`src/rtl/core/wsd_pkg.sv`:
```
// Shared types and codes for the WebSocket frame deframer.
package wsd_pkg;

   localparam int LENGTH_WIDTH_DEF = 16;
   localparam logic [15:0] MAX_PAYLOAD_RESET = 16'd8176;

   localparam int TDATA_WIDTH = 16;
   localparam int TUSER_WIDTH = 2;

   // Parser phases
   localparam logic [2:0] PH_HDR0    = 3'd0;
   localparam logic [2:0] PH_HDR1    = 3'd1;
   localparam logic [2:0] PH_EXTLEN  = 3'd2;
   localparam logic [2:0] PH_KEY     = 3'd3;
   localparam logic [2:0] PH_PAYLOAD = 3'd4;
   localparam logic [2:0] PH_DISCARD = 3'd5;

   // Result status codes
   localparam logic [2:0] ST_OK       = 3'd0;
   localparam logic [2:0] ST_FIN      = 3'd1;
   localparam logic [2:0] ST_BIG      = 3'd2;
   localparam logic [2:0] ST_UNMASKED = 3'd3;
   localparam logic [2:0] ST_OPCODE   = 3'd4;
   localparam logic [2:0] ST_TRUNC    = 3'd5;

   // Opcodes and header encodings
   localparam logic [3:0] OP_BINARY  = 4'h2;
   localparam logic [3:0] OP_PING    = 4'h9;
   localparam logic [6:0] LEN_EXT16  = 7'd126;
   localparam logic [6:0] LEN_EXT64  = 7'd127;
   localparam logic [3:0] EXT16_BYTES = 4'd2;
   localparam logic [3:0] EXT64_BYTES = 4'd8;
   localparam logic [2:0] KEY_BYTES   = 3'd4;

   typedef struct packed {
      logic [7:0] rx_byte;
      logic       read_end;
   } req_item_type;

   typedef struct packed {
      logic [7:0] payload_byte;
      logic       has_data;
      logic       frame_kind;
      logic       frame_last;
      logic [2:0] status;
   } rsp_item_type;

endpackage

```
`src/rtl/core/wsd_in_stage.sv`:
```
// Input register stage of the deframer.
module wsd_in_stage (
   input  logic                 clock,
   input  logic                 reset,
   input  logic                 req_tvalid,
   output logic                 req_tready,
   input  wsd_pkg::req_item_type req_item,
   input  logic                 advance,
   output logic                 item_valid,
   output wsd_pkg::req_item_type item
);
   import wsd_pkg::*;

   logic         valid_ff, valid_in;
   req_item_type item_ff;

   assign req_tready = !valid_ff || advance;
   assign valid_in   = (req_tvalid && req_tready) ? 1'b1 : (valid_ff && !advance);

   always_ff @(posedge clock) begin
      if (reset) begin
         valid_ff <= 1'b0;
      end else begin
         valid_ff <= valid_in;
      end
   end

   // hold the item until the parser takes it
   always_ff @(posedge clock) begin
      if (req_tvalid && req_tready) begin
         item_ff <= req_item;
      end
   end

   assign item_valid = valid_ff;
   assign item       = item_ff;

endmodule

```
`src/rtl/core/wsd_parser.sv`:
```
// Frame header parser, key capture and payload unmasking.
module wsd_parser #(
   parameter int LENGTH_WIDTH = wsd_pkg::LENGTH_WIDTH_DEF
) (
   input  logic                  clock,
   input  logic                  reset,
   input  logic                  csr_write,
   input  logic [15:0]           csr_data,
   input  logic                  advance,
   input  wsd_pkg::req_item_type item,
   output logic                  emit,
   output wsd_pkg::rsp_item_type result
);
   import wsd_pkg::*;

   localparam logic [15:0] LimitCap = (LENGTH_WIDTH >= 16) ? 16'hFFFF :
                                      16'((32'd1 << LENGTH_WIDTH) - 32'd1);

   logic [15:0]             max_len_ff;
   logic [2:0]              phase_ff, phase_in;
   logic [3:0]              opcode_ff, opcode_in;
   logic                    mask_ff, mask_in;
   logic [15:0]             acc_ff, acc_in;
   logic                    ovf_ff, ovf_in;
   logic [3:0]              lbl_ff, lbl_in;
   logic [31:0]             key_ff, key_in;
   logic [2:0]              kbl_ff, kbl_in;
   logic [LENGTH_WIDTH-1:0] rem_ff, rem_in;
   logic [1:0]              kidx_ff, kidx_in;

   logic [15:0]  limit;
   logic [2:0]   err;
   logic [2:0]   chk;
   logic         do_check;
   logic [7:0]   key_byte;
   logic [7:0]   b;
   rsp_item_type res;

   assign b     = item.rx_byte;
   assign limit = (max_len_ff < LimitCap) ? max_len_ff : LimitCap;

   always_comb begin
      case (kidx_ff)
         2'd0:    key_byte = key_ff[31:24];
         2'd1:    key_byte = key_ff[23:16];
         2'd2:    key_byte = key_ff[15:8];
         default: key_byte = key_ff[7:0];
      endcase
   end

   always_comb begin
      phase_in  = phase_ff;
      opcode_in = opcode_ff;
      mask_in   = mask_ff;
      acc_in    = acc_ff;
      ovf_in    = ovf_ff;
      lbl_in    = lbl_ff;
      key_in    = key_ff;
      kbl_in    = kbl_ff;
      rem_in    = rem_ff;
      kidx_in   = kidx_ff;
      emit      = 1'b0;
      res       = '0;
      err       = ST_OK;
      do_check  = 1'b0;

      case (phase_ff)
         PH_HDR0: begin
            opcode_in = b[3:0];
            if (!b[7]) begin
               err = ST_FIN;
            end else begin
               phase_in = PH_HDR1;
            end
         end
         PH_HDR1: begin
            mask_in = b[7];
            ovf_in  = 1'b0;
            if (b[6:0] == LEN_EXT16) begin
               acc_in   = '0;
               lbl_in   = EXT16_BYTES;
               phase_in = PH_EXTLEN;
            end else if (b[6:0] == LEN_EXT64) begin
               acc_in   = '0;
               lbl_in   = EXT64_BYTES;
               phase_in = PH_EXTLEN;
            end else begin
               acc_in   = {9'd0, b[6:0]};
               do_check = 1'b1;
            end
         end
         PH_EXTLEN: begin
            // keep the low 16 bits, fold anything shifted out into a sticky flag
            acc_in   = {acc_ff[7:0], b};
            ovf_in   = ovf_ff || (acc_ff[15:8] != 8'd0);
            lbl_in   = lbl_ff - 4'd1;
            do_check = (lbl_in == 4'd0);
         end
         PH_KEY: begin
            key_in = {key_ff[23:0], b};
            kbl_in = kbl_ff - 3'd1;
            if (kbl_in == 3'd0) begin
               if (rem_ff == '0) begin
                  emit           = 1'b1;
                  res.frame_kind = (opcode_ff == OP_PING);
                  res.frame_last = 1'b1;
                  phase_in       = PH_DISCARD;
               end else begin
                  phase_in = PH_PAYLOAD;
               end
            end
         end
         PH_PAYLOAD: begin
            emit             = 1'b1;
            res.payload_byte = b ^ key_byte;
            res.has_data     = 1'b1;
            res.frame_kind   = (opcode_ff == OP_PING);
            kidx_in          = kidx_ff + 2'd1;
            rem_in           = rem_ff - LENGTH_WIDTH'(1);
            if (rem_in == '0) begin
               res.frame_last = 1'b1;
               phase_in       = PH_DISCARD;
            end
         end
         default: begin
            phase_in = PH_DISCARD;
         end
      endcase

      // header checks in priority order: size, mask, opcode
      if (ovf_in || (acc_in > limit)) begin
         chk = ST_BIG;
      end else if (!mask_in) begin
         chk = ST_UNMASKED;
      end else if ((opcode_ff != OP_PING) && (opcode_ff != OP_BINARY)) begin
         chk = ST_OPCODE;
      end else begin
         chk = ST_OK;
      end

      if (do_check) begin
         if (chk != ST_OK) begin
            err = chk;
         end else begin
            rem_in   = LENGTH_WIDTH'(acc_in);
            kbl_in   = KEY_BYTES;
            key_in   = '0;
            kidx_in  = '0;
            phase_in = PH_KEY;
         end
      end

      if (err != ST_OK) begin
         emit           = 1'b1;
         res            = '0;
         res.frame_last = 1'b1;
         res.status     = err;
         phase_in       = PH_DISCARD;
      end

      if (item.read_end) begin
         if (phase_in != PH_DISCARD) begin
            emit           = 1'b1;
            res.status     = ST_TRUNC;
            res.frame_last = 1'b1;
            if (!res.has_data) begin
               res.frame_kind = (phase_in == PH_KEY) && (opcode_in == OP_PING);
            end
         end
         phase_in = PH_HDR0;
      end
   end

   assign result = res;

   always_ff @(posedge clock) begin
      if (reset) begin
         max_len_ff <= MAX_PAYLOAD_RESET;
      end else if (csr_write) begin
         max_len_ff <= csr_data;
      end
   end

   always_ff @(posedge clock) begin
      if (reset) begin
         phase_ff  <= PH_HDR0;
         opcode_ff <= '0;
         mask_ff   <= 1'b0;
         acc_ff    <= '0;
         ovf_ff    <= 1'b0;
         lbl_ff    <= '0;
         key_ff    <= '0;
         kbl_ff    <= '0;
         rem_ff    <= '0;
         kidx_ff   <= '0;
      end else if (advance) begin
         phase_ff  <= phase_in;
         opcode_ff <= opcode_in;
         mask_ff   <= mask_in;
         acc_ff    <= acc_in;
         ovf_ff    <= ovf_in;
         lbl_ff    <= lbl_in;
         key_ff    <= key_in;
         kbl_ff    <= kbl_in;
         rem_ff    <= rem_in;
         kidx_ff   <= kidx_in;
      end
   end

endmodule

```
`src/rtl/core/wsd_out_stage.sv`:
```
// Result register stage of the deframer.
module wsd_out_stage (
   input  logic                  clock,
   input  logic                  reset,
   input  logic                  load,
   input  logic                  emit,
   input  wsd_pkg::rsp_item_type result,
   output logic                  can_take,
   output logic                  rsp_tvalid,
   input  logic                  rsp_tready,
   output wsd_pkg::rsp_item_type rsp_item
);
   import wsd_pkg::*;

   logic         valid_ff, valid_in;
   rsp_item_type item_ff;

   assign can_take = !valid_ff || rsp_tready;
   assign valid_in = load ? emit : (valid_ff && !rsp_tready);

   always_ff @(posedge clock) begin
      if (reset) begin
         valid_ff <= 1'b0;
      end else begin
         valid_ff <= valid_in;
      end
   end

   always_ff @(posedge clock) begin
      if (load && emit) begin
         item_ff <= result;
      end
   end

   assign rsp_tvalid = valid_ff;
   assign rsp_item   = item_ff;

endmodule

```
`src/rtl/core/websocket_frame_deframer.sv`:
```
// Top level of the WebSocket frame deframer.
//
// Takes one received byte per cycle unless rsp_tready stalls it, and parses one
// RFC 6455 frame per socket read (req_tlast marks the read's last byte): header,
// 16- or 64-bit extended length, 4-byte masking key, then unmasked payload bytes
// tagged binary or ping, with rsp_tlast on the last byte of the frame. An empty
// payload gives one result without data. Header errors (FIN clear, too long,
// unmasked, bad opcode) give one result with rsp_tlast and the error status,
// after which bytes are dropped until the end of the read; a read that stops
// mid-frame gives status truncated. Throughput is one byte per cycle with the
// same condition; each byte passes an input register, the parse and unmask
// logic and a result register, which offers the result on rsp_tvalid; a stall
// on rsp_tready holds the byte in the input register. Header bytes that give
// no result still pass through the parser. Write max_payload_len on
// the csr channel only while the block is idle; it resets to 8176.
module websocket_frame_deframer #(
   parameter int LENGTH_WIDTH = wsd_pkg::LENGTH_WIDTH_DEF
) (
   input  logic                            clock,
   input  logic                            reset,
   // req_tdata: rx_byte [7:0]; req_tlast: read_end
   input  logic                            req_tvalid,
   output logic                            req_tready,
   input  logic [7:0]                      req_tdata,
   input  logic                            req_tlast,
   // rsp_tdata: payload_byte [7:0], status [10:8], zero [15:11]
   // rsp_tuser: has_data [0], frame_kind [1]; rsp_tlast: frame_last
   output logic                            rsp_tvalid,
   input  logic                            rsp_tready,
   output logic [wsd_pkg::TDATA_WIDTH-1:0] rsp_tdata,
   output logic [wsd_pkg::TUSER_WIDTH-1:0] rsp_tuser,
   output logic                            rsp_tlast,
   // csr_data: max_payload_len
   input  logic                            csr_valid,
   output logic                            csr_ready,
   input  logic [15:0]                     csr_data
);
   import wsd_pkg::*;

   req_item_type req_item;
   req_item_type item;
   rsp_item_type result;
   rsp_item_type rsp_item;
   logic         item_valid;
   logic         can_take;
   logic         advance;
   logic         emit;

   assign req_item.rx_byte  = req_tdata;
   assign req_item.read_end = req_tlast;

   // the register is always writable
   assign csr_ready = 1'b1;

   // advance the held byte whenever the result register is free or draining
   assign advance = item_valid && can_take;

   wsd_in_stage u_in (
      .clock      (clock),
      .reset      (reset),
      .req_tvalid (req_tvalid),
      .req_tready (req_tready),
      .req_item   (req_item),
      .advance    (advance),
      .item_valid (item_valid),
      .item       (item)
   );

   wsd_parser #(
      .LENGTH_WIDTH (LENGTH_WIDTH)
   ) u_parser (
      .clock     (clock),
      .reset     (reset),
      .csr_write (csr_valid && csr_ready),
      .csr_data  (csr_data),
      .advance   (advance),
      .item      (item),
      .emit      (emit),
      .result    (result)
   );

   wsd_out_stage u_out (
      .clock      (clock),
      .reset      (reset),
      .load       (advance),
      .emit       (emit),
      .result     (result),
      .can_take   (can_take),
      .rsp_tvalid (rsp_tvalid),
      .rsp_tready (rsp_tready),
      .rsp_item   (rsp_item)
   );

   assign rsp_tdata = {5'd0, rsp_item.status, rsp_item.payload_byte};
   assign rsp_tuser = {rsp_item.frame_kind, rsp_item.has_data};
   assign rsp_tlast = rsp_item.frame_last;

   // payload bytes only travel with ok or truncated status
   a_data_status: assert property (@(posedge clock) disable iff (reset)
      rsp_tvalid && rsp_tuser[0] |->
         (rsp_tdata[10:8] == ST_OK) || (rsp_tdata[10:8] == ST_TRUNC))
      else $error("payload byte carried with an error status");

   // every error or truncation closes the frame
   a_err_last: assert property (@(posedge clock) disable iff (reset)
      rsp_tvalid && (rsp_tdata[10:8] != ST_OK) |-> rsp_tlast)
      else $error("error result without frame end");

   // no data means a zero byte
   a_zero_byte: assert property (@(posedge clock) disable iff (reset)
      rsp_tvalid && !rsp_tuser[0] |-> (rsp_tdata[7:0] == 8'd0))
      else $error("non-zero byte on a result without data");

   // the input side never stalls while the result side is empty
   a_no_stall: assert property (@(posedge clock) disable iff (reset)
      !rsp_tvalid |-> req_tready)
      else $error("input stalled with an empty result register");

endmodule

```
`config.mk`:
```
export PLATFORM = sky130hd
export DESIGN_NAME = websocket_frame_deframer
export DESIGN_NICKNAME = d
export VERILOG_FILES = /design/src/rtl/core/wsd_pkg.sv /design/src/rtl/core/wsd_in_stage.sv /design/src/rtl/core/wsd_parser.sv /design/src/rtl/core/wsd_out_stage.sv /design/src/rtl/core/websocket_frame_deframer.sv
export SDC_FILE = /design/constraint.sdc
export NUM_CORES = 1
export LEC_CHECK = 0
export ABC_AREA = 1
export BUFFER_PORTS_ARGS = -buffer_cell sky130_fd_sc_hd__buf_2
export CAP_MARGIN = 40
export CORE_MARGIN = 3
export CORE_UTILIZATION = 35
export CTS_CLUSTER_DIAMETER = 120
export DETAILED_ROUTE_END_ITERATION = 16
export HOLD_SLACK_MARGIN = 0.03
export PLACE_DENSITY_LB_ADDON = 0.05
export SETUP_SLACK_MARGIN = 0.2
export SKIP_LAST_GASP = 1
export SYNTH_ARGS = -nofsm -noshare
export SYNTH_HDL_FRONTEND = slang
export SYNTH_SLANG_ARGS = --single-unit
```
`constraint.sdc`:
```
create_clock -name clock -period 7.1 [get_ports clock]
set_input_delay 0.355 -clock clock [delete_from_list [all_inputs] [get_ports clock]]
set_output_delay 0.355 -clock clock [all_outputs]
set_load 0.005 [all_outputs]
```
; ---- Yosys cells after proc, flatten, opt, wreduce, memory -nomap -nowiden
; Cells that the tools add are included.
[word_totals]
register_bits = 123
input_bits = 30
output_inout_bits = 22
[op_classes]
addsub = 4
order_cmp = 2
n_eq_ne = 15
mux = 61
bitwise = 2
reduce_logical = 27
[ops]
columns = op, count
row1 = 2-to-1 mux 32 bit, 3
row2 = 2-to-1 mux 16 bit, 5
row3 = 2-to-1 mux 3 bit, 18
row4 = zero test 16 bit, 2
row5 = one-hot mux 16 bit (2 select lines), 1
row6 = one-hot mux 8 bit (3 select lines), 1
row7 = > comparator 16 bit, 1
row8 = "< comparator 16 bit, second input constant", 1
row9 = "subtractor 16 x 1 -> 16 bit, second input constant", 1
row10 = 2-to-1 mux 1 bit, 15
row11 = one-hot mux 3 bit (5 select lines), 1
row12 = "== test 7 bit, second input constant", 2
row13 = 2-to-1 mux 4 bit, 3
row14 = 2-to-1 mux 2 bit, 5
row15 = 2-to-1 mux 5 bit, 2
row16 = "== test 3 x 2 -> 1 bit, second input constant", 3
row17 = "== test 4 bit, second input constant", 2
row18 = one-hot mux 4 bit (2 select lines), 1
row19 = nonzero test 8 bit, 1
row20 = XOR 8 bit, 1
row21 = logical AND 1 bit, 7
row22 = 2-to-1 mux 7 bit, 1
row23 = zero test 3 bit, 2
row24 = 2-to-1 mux 6 bit, 1
row25 = other kinds (22), 31

; ---- Logic depth before layout (Yosys ltp)
; Gate-level depths: netlist of run 1.
[logic_depth]
ltp_word = 17
ltp_mapped = 27

; ---- Cells and area by module
; A second synthesis of run 1 with hierarchy kept.
[hier_totals]
cells_unflattened = 883
hier_area_um2 = 6521.3
[by_module_without_submodules]
columns = module, n_inst, cells_each, area_per_inst_um2, seq_area_each_um2
row1 = wsd_parser, 1, 836, 5665.4, 1961.9
row2 = wsd_out_stage, 1, 22, 478.0, 440.4
row3 = wsd_in_stage, 1, 15, 317.8, 290.3
row4 = websocket_frame_deframer, 1, 10, 60.1, 0.0

; ---- Least setup slack after synthesis of run 1
; OpenSTA, ideal clock, no wires.
[synth_path]
kind = reg-to-reg
from = reg u_in.item_ff, in the netlist u_in.item[2]
to = reg u_out.item_ff, in the netlist u_out.rsp_item[0], enable pin
setup_ps = 354
t_arrival_ps = 2832
t_required_ps = 6746
path_slack_ps = 3915
stages_incl_launch_ff = 26
n_path_buf = 0
synth_period_minus_slack_ps = 3185
path_cell_list = edfxtp_1 -> nand2_1 -> o31ai_4 -> inv_1 -> nor2_4 -> inv_1 -> nand2_1 -> o21ai_1 -> ha_1 -> nand2_1 -> inv_1 -> nand2_1 -> nand2_1 -> nand2_1 -> nand2_1 -> nand2_1 -> nand2_1 -> nand2_1 -> nand3_1 -> nand2_1 -> inv_1 -> nand3b_1 -> nand2_1 -> nand2_1 -> nand2_1 -> inv_1
[synth_between]
elab_chain_len = 16
[synth_rtl]
columns = element, line
row1 = "start, declared", wsd_in_stage.sv:15  ; req_item_type item_ff;
row2 = "start signal, assigned", wsd_in_stage.sv:31  ; item_ff <= req_item;
row3 = == test 7 bit, wsd_parser.sv:83  ; end else if (b[6:0] == LEN_EXT64) begin
row4 = 2-to-1 mux 7 bit, wsd_parser.sv:83
row5 = 2-to-1 mux 16 bit *, wsd_parser.sv:79  ; if (b[6:0] == LEN_EXT16) begin
row6 = one-hot mux 16 bit (2 select lines) *, wsd_parser.sv:67  ; case (phase_ff)
row7 = named net u_parser.acc_in[2], wsd_parser.sv:23  ; logic [15:0] acc_ff, acc_in;
row8 = > comparator 16 bit *, wsd_parser.sv:131  ; if (ovf_in || (acc_in > limit)) begin
row9 = logical OR 1 bit *, wsd_parser.sv:131
row10 = 2-to-1 mux 3 bit *, wsd_parser.sv:131
row11 = nonzero test 3 bit, wsd_parser.sv:142  ; if (chk != ST_OK) begin
row12 = 2-to-1 mux 3 bit, wsd_parser.sv:142
row13 = 2-to-1 mux 3 bit, wsd_parser.sv:141  ; if (do_check) begin
row14 = nonzero test 3 bit, wsd_parser.sv:153  ; if (err != ST_OK) begin
row15 = 2-to-1 mux 3 bit, wsd_parser.sv:153
row16 = != test 3 bit, wsd_parser.sv:162  ; if (phase_in != PH_DISCARD) begin
row17 = 2-to-1 mux 1 bit, wsd_parser.sv:162
row18 = 2-to-1 mux 1 bit *, wsd_parser.sv:161  ; if (item.read_end) begin
row19 = logical AND 1 bit *, wsd_out_stage.sv:30  ; if (load && emit) begin
row20 = "end signal, assigned", wsd_out_stage.sv:31  ; item_ff <= result;
row21 = "end, declared", wsd_out_stage.sv:16  ; rsp_item_type item_ff;
; The timed path passes the listed nets; every way through them passes the cells marked *.
; A chain may end at the register's enable or synchronous reset.

; ---- Worst setup path in the final report of run 1
[layout_path]
from = reg u_in.item_ff, in the netlist u_in.item[3]
to = reg u_out.item_ff, in the netlist u_out.rsp_item[6], enable pin
[layout_between]
elab_chain_len = 16
[layout_rtl]
columns = element, line
row1 = == test 7 bit, wsd_parser.sv:83
row2 = 2-to-1 mux 7 bit, wsd_parser.sv:83
row3 = 2-to-1 mux 16 bit, wsd_parser.sv:79
row4 = one-hot mux 16 bit (2 select lines), wsd_parser.sv:67
row5 = > comparator 16 bit, wsd_parser.sv:131
row6 = logical OR 1 bit, wsd_parser.sv:131
row7 = 2-to-1 mux 3 bit, wsd_parser.sv:131
row8 = nonzero test 3 bit, wsd_parser.sv:142
row9 = 2-to-1 mux 3 bit, wsd_parser.sv:142
row10 = 2-to-1 mux 3 bit, wsd_parser.sv:141
row11 = nonzero test 3 bit, wsd_parser.sv:153
row12 = 2-to-1 mux 3 bit, wsd_parser.sv:153
row13 = != test 3 bit, wsd_parser.sv:162
row14 = 2-to-1 mux 1 bit, wsd_parser.sv:162
row15 = 2-to-1 mux 1 bit *, wsd_parser.sv:161
row16 = logical AND 1 bit *, wsd_out_stage.sv:30
; Mark *: on every way between the ends. The rest lies on a longest branch, timed or not.

==> metrics.txt, run 1 <==
# rows=49; slew margin rel.=0.420; IO Count=52; pin count of the biggest net entering global routing=83; Syn Inst Count=907; cts hold-fix bufs=0; WL final=18.6 mm; CTS Buf Count=17; die footprint=0.0206 mm^2; Core Area=0.0183 mm^2; fin crit share=0.561; Synth cell types=47; Worst EP arrival=4.03 ns; Hold Crit Class=input pin to flop; first-pass GRT wire length=29.7 mm; clk sinks=123; Tot GR Track Use=0.184; Fill cells=1874; Slew Limit Fails=0; clock transition at the registers of the reported paths=0.06 ns; Warnings, synthesis=0; Worst Path Required=7.14 ns; r2r setup slk=3.12 ns; Setup Slack @ Placement=3.05 ns; #FFs+latches synth=123; GRT Residual Overflow=0; Seq/Total Area, Yosys=0.407; worst-path maximum fanout=14; # port buffers=45; latest clock arrival within the worst-skew pair=0.42 ns; DR vias/cell=5.06; # setup viols final=0; Avg Cell Area, Syn=7.29 um^2; nets@finish=985; setup_tns=0 ns; initial antenna violation count=0; fin crit period=3.98 ns; Post CTS Setup Buffer Count=0; Non-Filler Instances=1170; Power Density=233 mW/mm^2; clock root buffer=clkbuf_16; FF/Latch Area=0.00269 mm^2; Max Root-Sink Buffers=2; clock skew=0.0145 ns; n_diodes=0; endpoints failing hold=0; async set or reset register ratio after synthesis=0; cts repair resizes=0; Tightest Pin Transition=0.867 ns; status=finished clean; Die W=143 um; DRC errors left=0; RSZ-0062 raised after global routing=false; Pre-antenna DRT Iters=5; Worst setup EP type=flop; P&R area growth vs syn=13.9%; Pleak=3.14 nW; CP Class=flop to flop; dpl hpwl=13.1 mm; Top FF cell, synth=dfxtp_1; WHS Path Cells=1; setup ws final=3.12 ns; Worst Reg-to-Reg Cells=25; DR WL/cell=15.9 um; number of DRC markers in iteration 0=448; Die H=143 um; via count=5919; layout cell share with drive strength beyond 1=0.124; Post-synth EDFFs=23; Cell Area, Synth=0.00662 mm^2; VDD IR max=0.153 mV; area occupied by multi-input gates=0.00332 mm^2; startpoint types=flop; CTS tree=yes; Initial Util=0.362; fmax=0.251 GHz; Placed Instances=1138; Post-DRT Antenna Nets=0; CTS H-tree lvls=4; vias in the first global route=5563; Final GP Congestion=0.915; maxcap violations=0
-- critical path, cell delays in order (launching register included) --
cell and delay (ns):
edfxtp_1 0.55, nand2_1 0.17, o31ai_4 0.30, inv_1 0.14, nor2_4 0.16, inv_1 0.09
a22oi_1 0.30, ha_1 0.23, inv_1 0.04, nand2_1 0.05, nand2_1 0.05, nand2_1 0.05
nand2_1 0.05, nand2_1 0.06, nand2_1 0.04, nand2_1 0.05, nand2_1 0.05, nand2_1 0.15
nand3_1 0.09, nand2_1 0.12, inv_1 0.10, nand3b_1 0.09, nand2_1 0.05, nand2_1 0.05
nand2_1 0.09, inv_1 0.46
-- registers in the layout, indices dropped and copies added, names as in the netlist, 2 cells and up --
name                 flops
u_parser.lbl_ff          4
u_parser.kbl_ff          3
u_parser.phase_ff        3
u_parser.kidx_ff         2
u_parser.rem_ff         16
u_in.item                9
u_parser.acc_ff         16
u_out.rsp_item          14
u_parser.max_len_ff     16
u_parser.key_ff         32
u_parser.opcode_ff       4
-- placed cells by master, fill, tap and decap left out, types with 3 or more instances in the layout --
cell type | Yosys | final
buf_2 | 7 | 45
a21oi_1 | 124 | 124
edfxtp_1 | 23 | 23
nor2_2 | 4 | 3
dfxtp_1 | 100 | 100
a22o_1 | 4 | 4
clkbuf_16 | 0 | 17
inv_1 | 98 | 98
clkinv_2 | 0 | 5
nand2_2 | 5 | 6
o22ai_1 | 19 | 19
nand4_1 | 14 | 14
ha_1 | 27 | 27
nor2_1 | 58 | 58
inv_2 | 4 | 4
buf_4 | 6 | 3
nand3b_1 | 4 | 4
or2_2 | 9 | 9
nor2_4 | 5 | 6
o21ai_1 | 6 | 6
nor3_1 | 5 | 5
nand3_1 | 24 | 24
nand2_1 | 199 | 198
o211ai_1 | 3 | 3
xor2_1 | 10 | 10
xnor2_1 | 3 | 3
o21ai_0 | 85 | 85
conb_1 | 2 | 6
-- stage by stage --
| step | hold WS, ns | area (um^2) | power [mW] | utilization |
|---|---|---|---|---|
| after floorplan | 0.437 | 6630 | 0.863 | - |
| after global placement | 0.452 | 6940 | 0.908 | 0.380 |
| after detailed placement | 0.457 | 6960 | 0.909 | 0.381 |
| after CTS | 0.0929 | 7530 | 1.77 | 0.412 |
| after global routing | 0.0939 | 7530 | 1.83 | 0.412 |
| final | 0.107 | 7530 | 1.75 | 0.412 |
-- Yosys cell counts, types with 6 or more instances --
library cell / count / area [um^2]
buf_1: 6 / 22.5
o21ai_1: 6 / 30.0
xor2_1: 10 / 87.6
nand2_1: 199 / 747
nand3_1: 24 / 120
inv_1: 98 / 368
o22ai_1: 19 / 119
dfxtp_1: 100 / 2000
a21oi_1: 124 / 621
ha_1: 27 / 338
nor2_1: 58 / 218
or2_2: 9 / 56.3
edfxtp_1: 23 / 691
o21ai_0: 85 / 425
nand4_1: 14 / 87.6
buf_4: 6 / 45.0
clkbuf_1: 31 / 116
buf_2: 7 / 35.0
-- cells by family (layout without fill, tap and decap cells) --
family	after synthesis	count (layout)	share of synthesized area
buffers and inverters	155	185	0.0942
AO/OA/AOI/OAI	252	252	0.204
AND/OR/NAND/NOR	335	335	0.225
flip-flops	123	123	0.407
XOR/XNOR	13	13	0.0172
adder cells (fa/ha/maj)	27	27	0.0511
other	2	6	0.00114
-- final timing paths --
check,to,from
max reg2reg,u_out.rsp_item[6],u_in.item[3]
min reg2reg,u_parser.max_len_ff[1],u_parser.max_len_ff[1]
min,u_in.item[3],req_tdata[2]
max,u_out.rsp_item[6],u_in.item[3]
-- routing by layer --
| metal | GRT usage | share of wire |
|---|---|---|
| met5 | 0 | 0 |
| met4 | 0.0486 | 0.011 |
| met3 | 0.0369 | 0.040 |
| met1 | 0.265 | 0.50 |
| met2 | 0.281 | 0.45 |
-- where the power goes --
group,internal [mW],switching [mW]
registers,0.731,0.0139
clock network,0.534,0.325
logic,0.0457,0.103
-- layout make-up --
class,instances,area share
Timing Repair Buffer,49,0.0349
Clock inverter,11,0.0156
Tap cell,229,0.0380
Sequential cell,123,0.357
Inverter,104,0.0521
Multi-Input combinational cell,633,0.441
Clock buffer,21,0.0611
Power figures use the tool's default switching activity.
==> inputs of run 2 (changes only) <==
==> constraint.sdc (replaced) <==
create_clock -name clock -period 3.6 [get_ports clock]
set_input_delay 0.18 -clock clock [delete_from_list [all_inputs] [get_ports clock]]
set_output_delay 0.18 -clock clock [all_outputs]
set_load 0.005 [all_outputs]
==> metrics.txt, run 2 (same netlist as run 1, synthesis figures left out) <==
status=finished clean (unchanged); pin count of the biggest net entering global routing=55 (was 83); Initial Util=0.362 (unchanged); IO Count=52 (unchanged); hold_ws=0.0455 ns (was 0.107 ns); max reg flops=32 (unchanged); Post-DRT Antenna Nets=0 (unchanged); n_diodes=0 (unchanged); P&R area growth vs syn=22.2% (was 13.9%); CP Class=flop to flop (unchanged); dpl hpwl=13.5 mm (was 13.1 mm); nets@finish=1035 (was 985); area occupied by multi-input gates=0.00340 mm^2 (was 0.00332 mm^2); DR vias/cell=5.04 (was 5.06); endpoints failing hold=0 (unchanged); Die W=143 um (unchanged); Slew Limit Fails=0 (unchanged); Pre-antenna DRT Iters=5 (unchanged); Power Density=432 mW/mm^2 (was 233 mW/mm^2); setup_tns=0 ns (unchanged); worst-path maximum fanout=7 (was 14); setup ws final=0.399 ns (was 3.12 ns); Core Area=0.0183 mm^2 (unchanged); Pleak=3.38 nW (was 3.14 nW); clock root buffer=clkbuf_16 (unchanged); die footprint=0.0206 mm^2 (unchanged); latest clock arrival within the worst-skew pair=0.42 ns (about the same); Worst Path Required=3.74 ns (was 7.14 ns); layout cell share with drive strength beyond 1=0.168 (was 0.124); FF/Latch Area=0.00270 mm^2 (was 0.00269 mm^2); largest register by flop count=u_parser.key_ff (unchanged); DP Area=0.00715 mm^2 (was 0.00696 mm^2); most common cell after layout, fill and taps aside=nand2_1 (unchanged); final instance area=0.00808 mm^2 (was 0.00753 mm^2); Hold Crit Class=input pin to flop (unchanged); number of DRC markers in iteration 0=367 (was 448); DR WL/cell=15.7 um (was 15.9 um); # setup viols final=0 (unchanged); # port buffers=45 (unchanged); fmax=0.312 GHz (was 0.251 GHz); Tot GR Track Use=0.189 (was 0.184); Max Root-Sink Buffers=2 (unchanged); GRT Residual Overflow=0 (unchanged); initial antenna violation count=0 (unchanged); VDD IR max=0.315 mV (was 0.153 mV); Die H=143 um (unchanged); WL final=19.1 mm (was 18.6 mm); DRC errors left=0 (unchanged); # rows=49 (unchanged); via count=6143 (was 5919); Setup Slack @ Placement=0.118 ns (was 3.05 ns); clock skew=0.0168 ns (was 0.0145 ns); CTS Buf Count=17 (unchanged); CTS tree=yes (unchanged); clk sinks=123 (unchanged); vias in the first global route=5666 (was 5563); Final GP Congestion=0.906 (was 0.915); CTS H-tree lvls=4 (unchanged); fin crit period=3.20 ns (was 3.98 ns); Worst EP arrival=3.34 ns (was 4.03 ns); Fill cells=1872 (was 1874); maxcap violations=0 (unchanged); most frequent cells in the layout=nand2_1, a21oi_1, dfxtp_1, inv_1, o21ai_0 (unchanged); slew margin rel.=0.521 (was 0.420); fin crit share=0.889 (was 0.561); first-pass GRT wire length=30.4 mm (was 29.7 mm); Tightest Pin Transition=0.711 ns (was 0.867 ns); clock transition at the registers of the reported paths=0.06 ns (about the same); r2r setup slk=0.40 ns (was 3.12 ns); startpoint types=flop (unchanged); Worst setup EP type=flop (unchanged); RSZ-0062 raised after global routing=false (unchanged)
[run 2: through the flow]
step / total power, mW / utilization / cells
global route: 3.63 / 0.442 / 1220
finish: 3.49 / 0.442 / 1220
global placement: 1.80 / 0.391 / 1162
floorplan: 1.70 / - / 911
CTS: 3.51 / 0.435 / 1215
detailed placement: 1.81 / 0.391 / 1162
[run 2: where the power goes]
part | internal [mW] | total, mW | switching, mW
Clock | 1.03 | 1.68 | 0.649
Combinational | 0.128 | 0.350 | 0.222
Sequential | 1.44 | 1.46 | 0.0230
[run 2: area by class of cell]
| class | instances | area share |
|---|---|---|
| multi-input combinational | 633 | 0.420 |
| sequential | 123 | 0.334 |
| timing repair buffer | 99 | 0.0904 |
| clock buffer | 20 | 0.0553 |
| inverter | 104 | 0.0489 |
| tap | 229 | 0.0354 |
| clock inverter | 12 | 0.0153 |
[run 2: timing repair]
| action | in CTS | in global routing |
|---|---|---|
| endpoints found under the hold margin | 20 | 0 |
| setup buffers | 1 | 4 |
| cloned | 0 | 1 |
| hold buffers | 20 | 0 |
| gates resized for setup | 4 | 24 |
| pin swaps | 1 | 5 |
| setup endpoints to repair | 17 | 31 |
[run 2: worst paths after layout]
check / from / endpoint / cells after the start
worst max-delay path: u_parser.phase_ff[2] / u_out.rsp_item[7] / 24
worst min-delay path: csr_data[15] / u_parser.max_len_ff[15] / 3
worst max register to register: u_parser.phase_ff[2] / u_out.rsp_item[7] / 24
worst min register to register: u_parser.acc_ff[14] / u_parser.acc_ff[14] / 2
[run 2: critical path, stage by stage, from the launching register on]
cell and delay [ns]:
dfxtp_4 0.36, inv_2 0.13, nand3_4 0.12, inv_1 0.12, o31ai_4 0.08, inv_2 0.08
nor2_4 0.07, o22ai_1 0.41, ha_1 0.32, nand2_1 0.07, nor2_1 0.05, nand2_1 0.06
nand2_1 0.04, nand2_1 0.05, nand2_1 0.05, nand2_2 0.13, nand3_2 0.08, nand2_2 0.10
inv_1 0.06, nand3b_1 0.08, nand2_1 0.05, nand2_1 0.07, nand2_2 0.07, inv_4 0.10
clkbuf_16 0.15
[run 2: layer usage]
metal,global-route usage,routed length [um],vias to the layer above
met5,0,0,-
met4,0.0555,297,0
met3,0.0369,600,25
met2,0.302,8910,132
met1,0.262,9320,2856
li1,-,-,3130
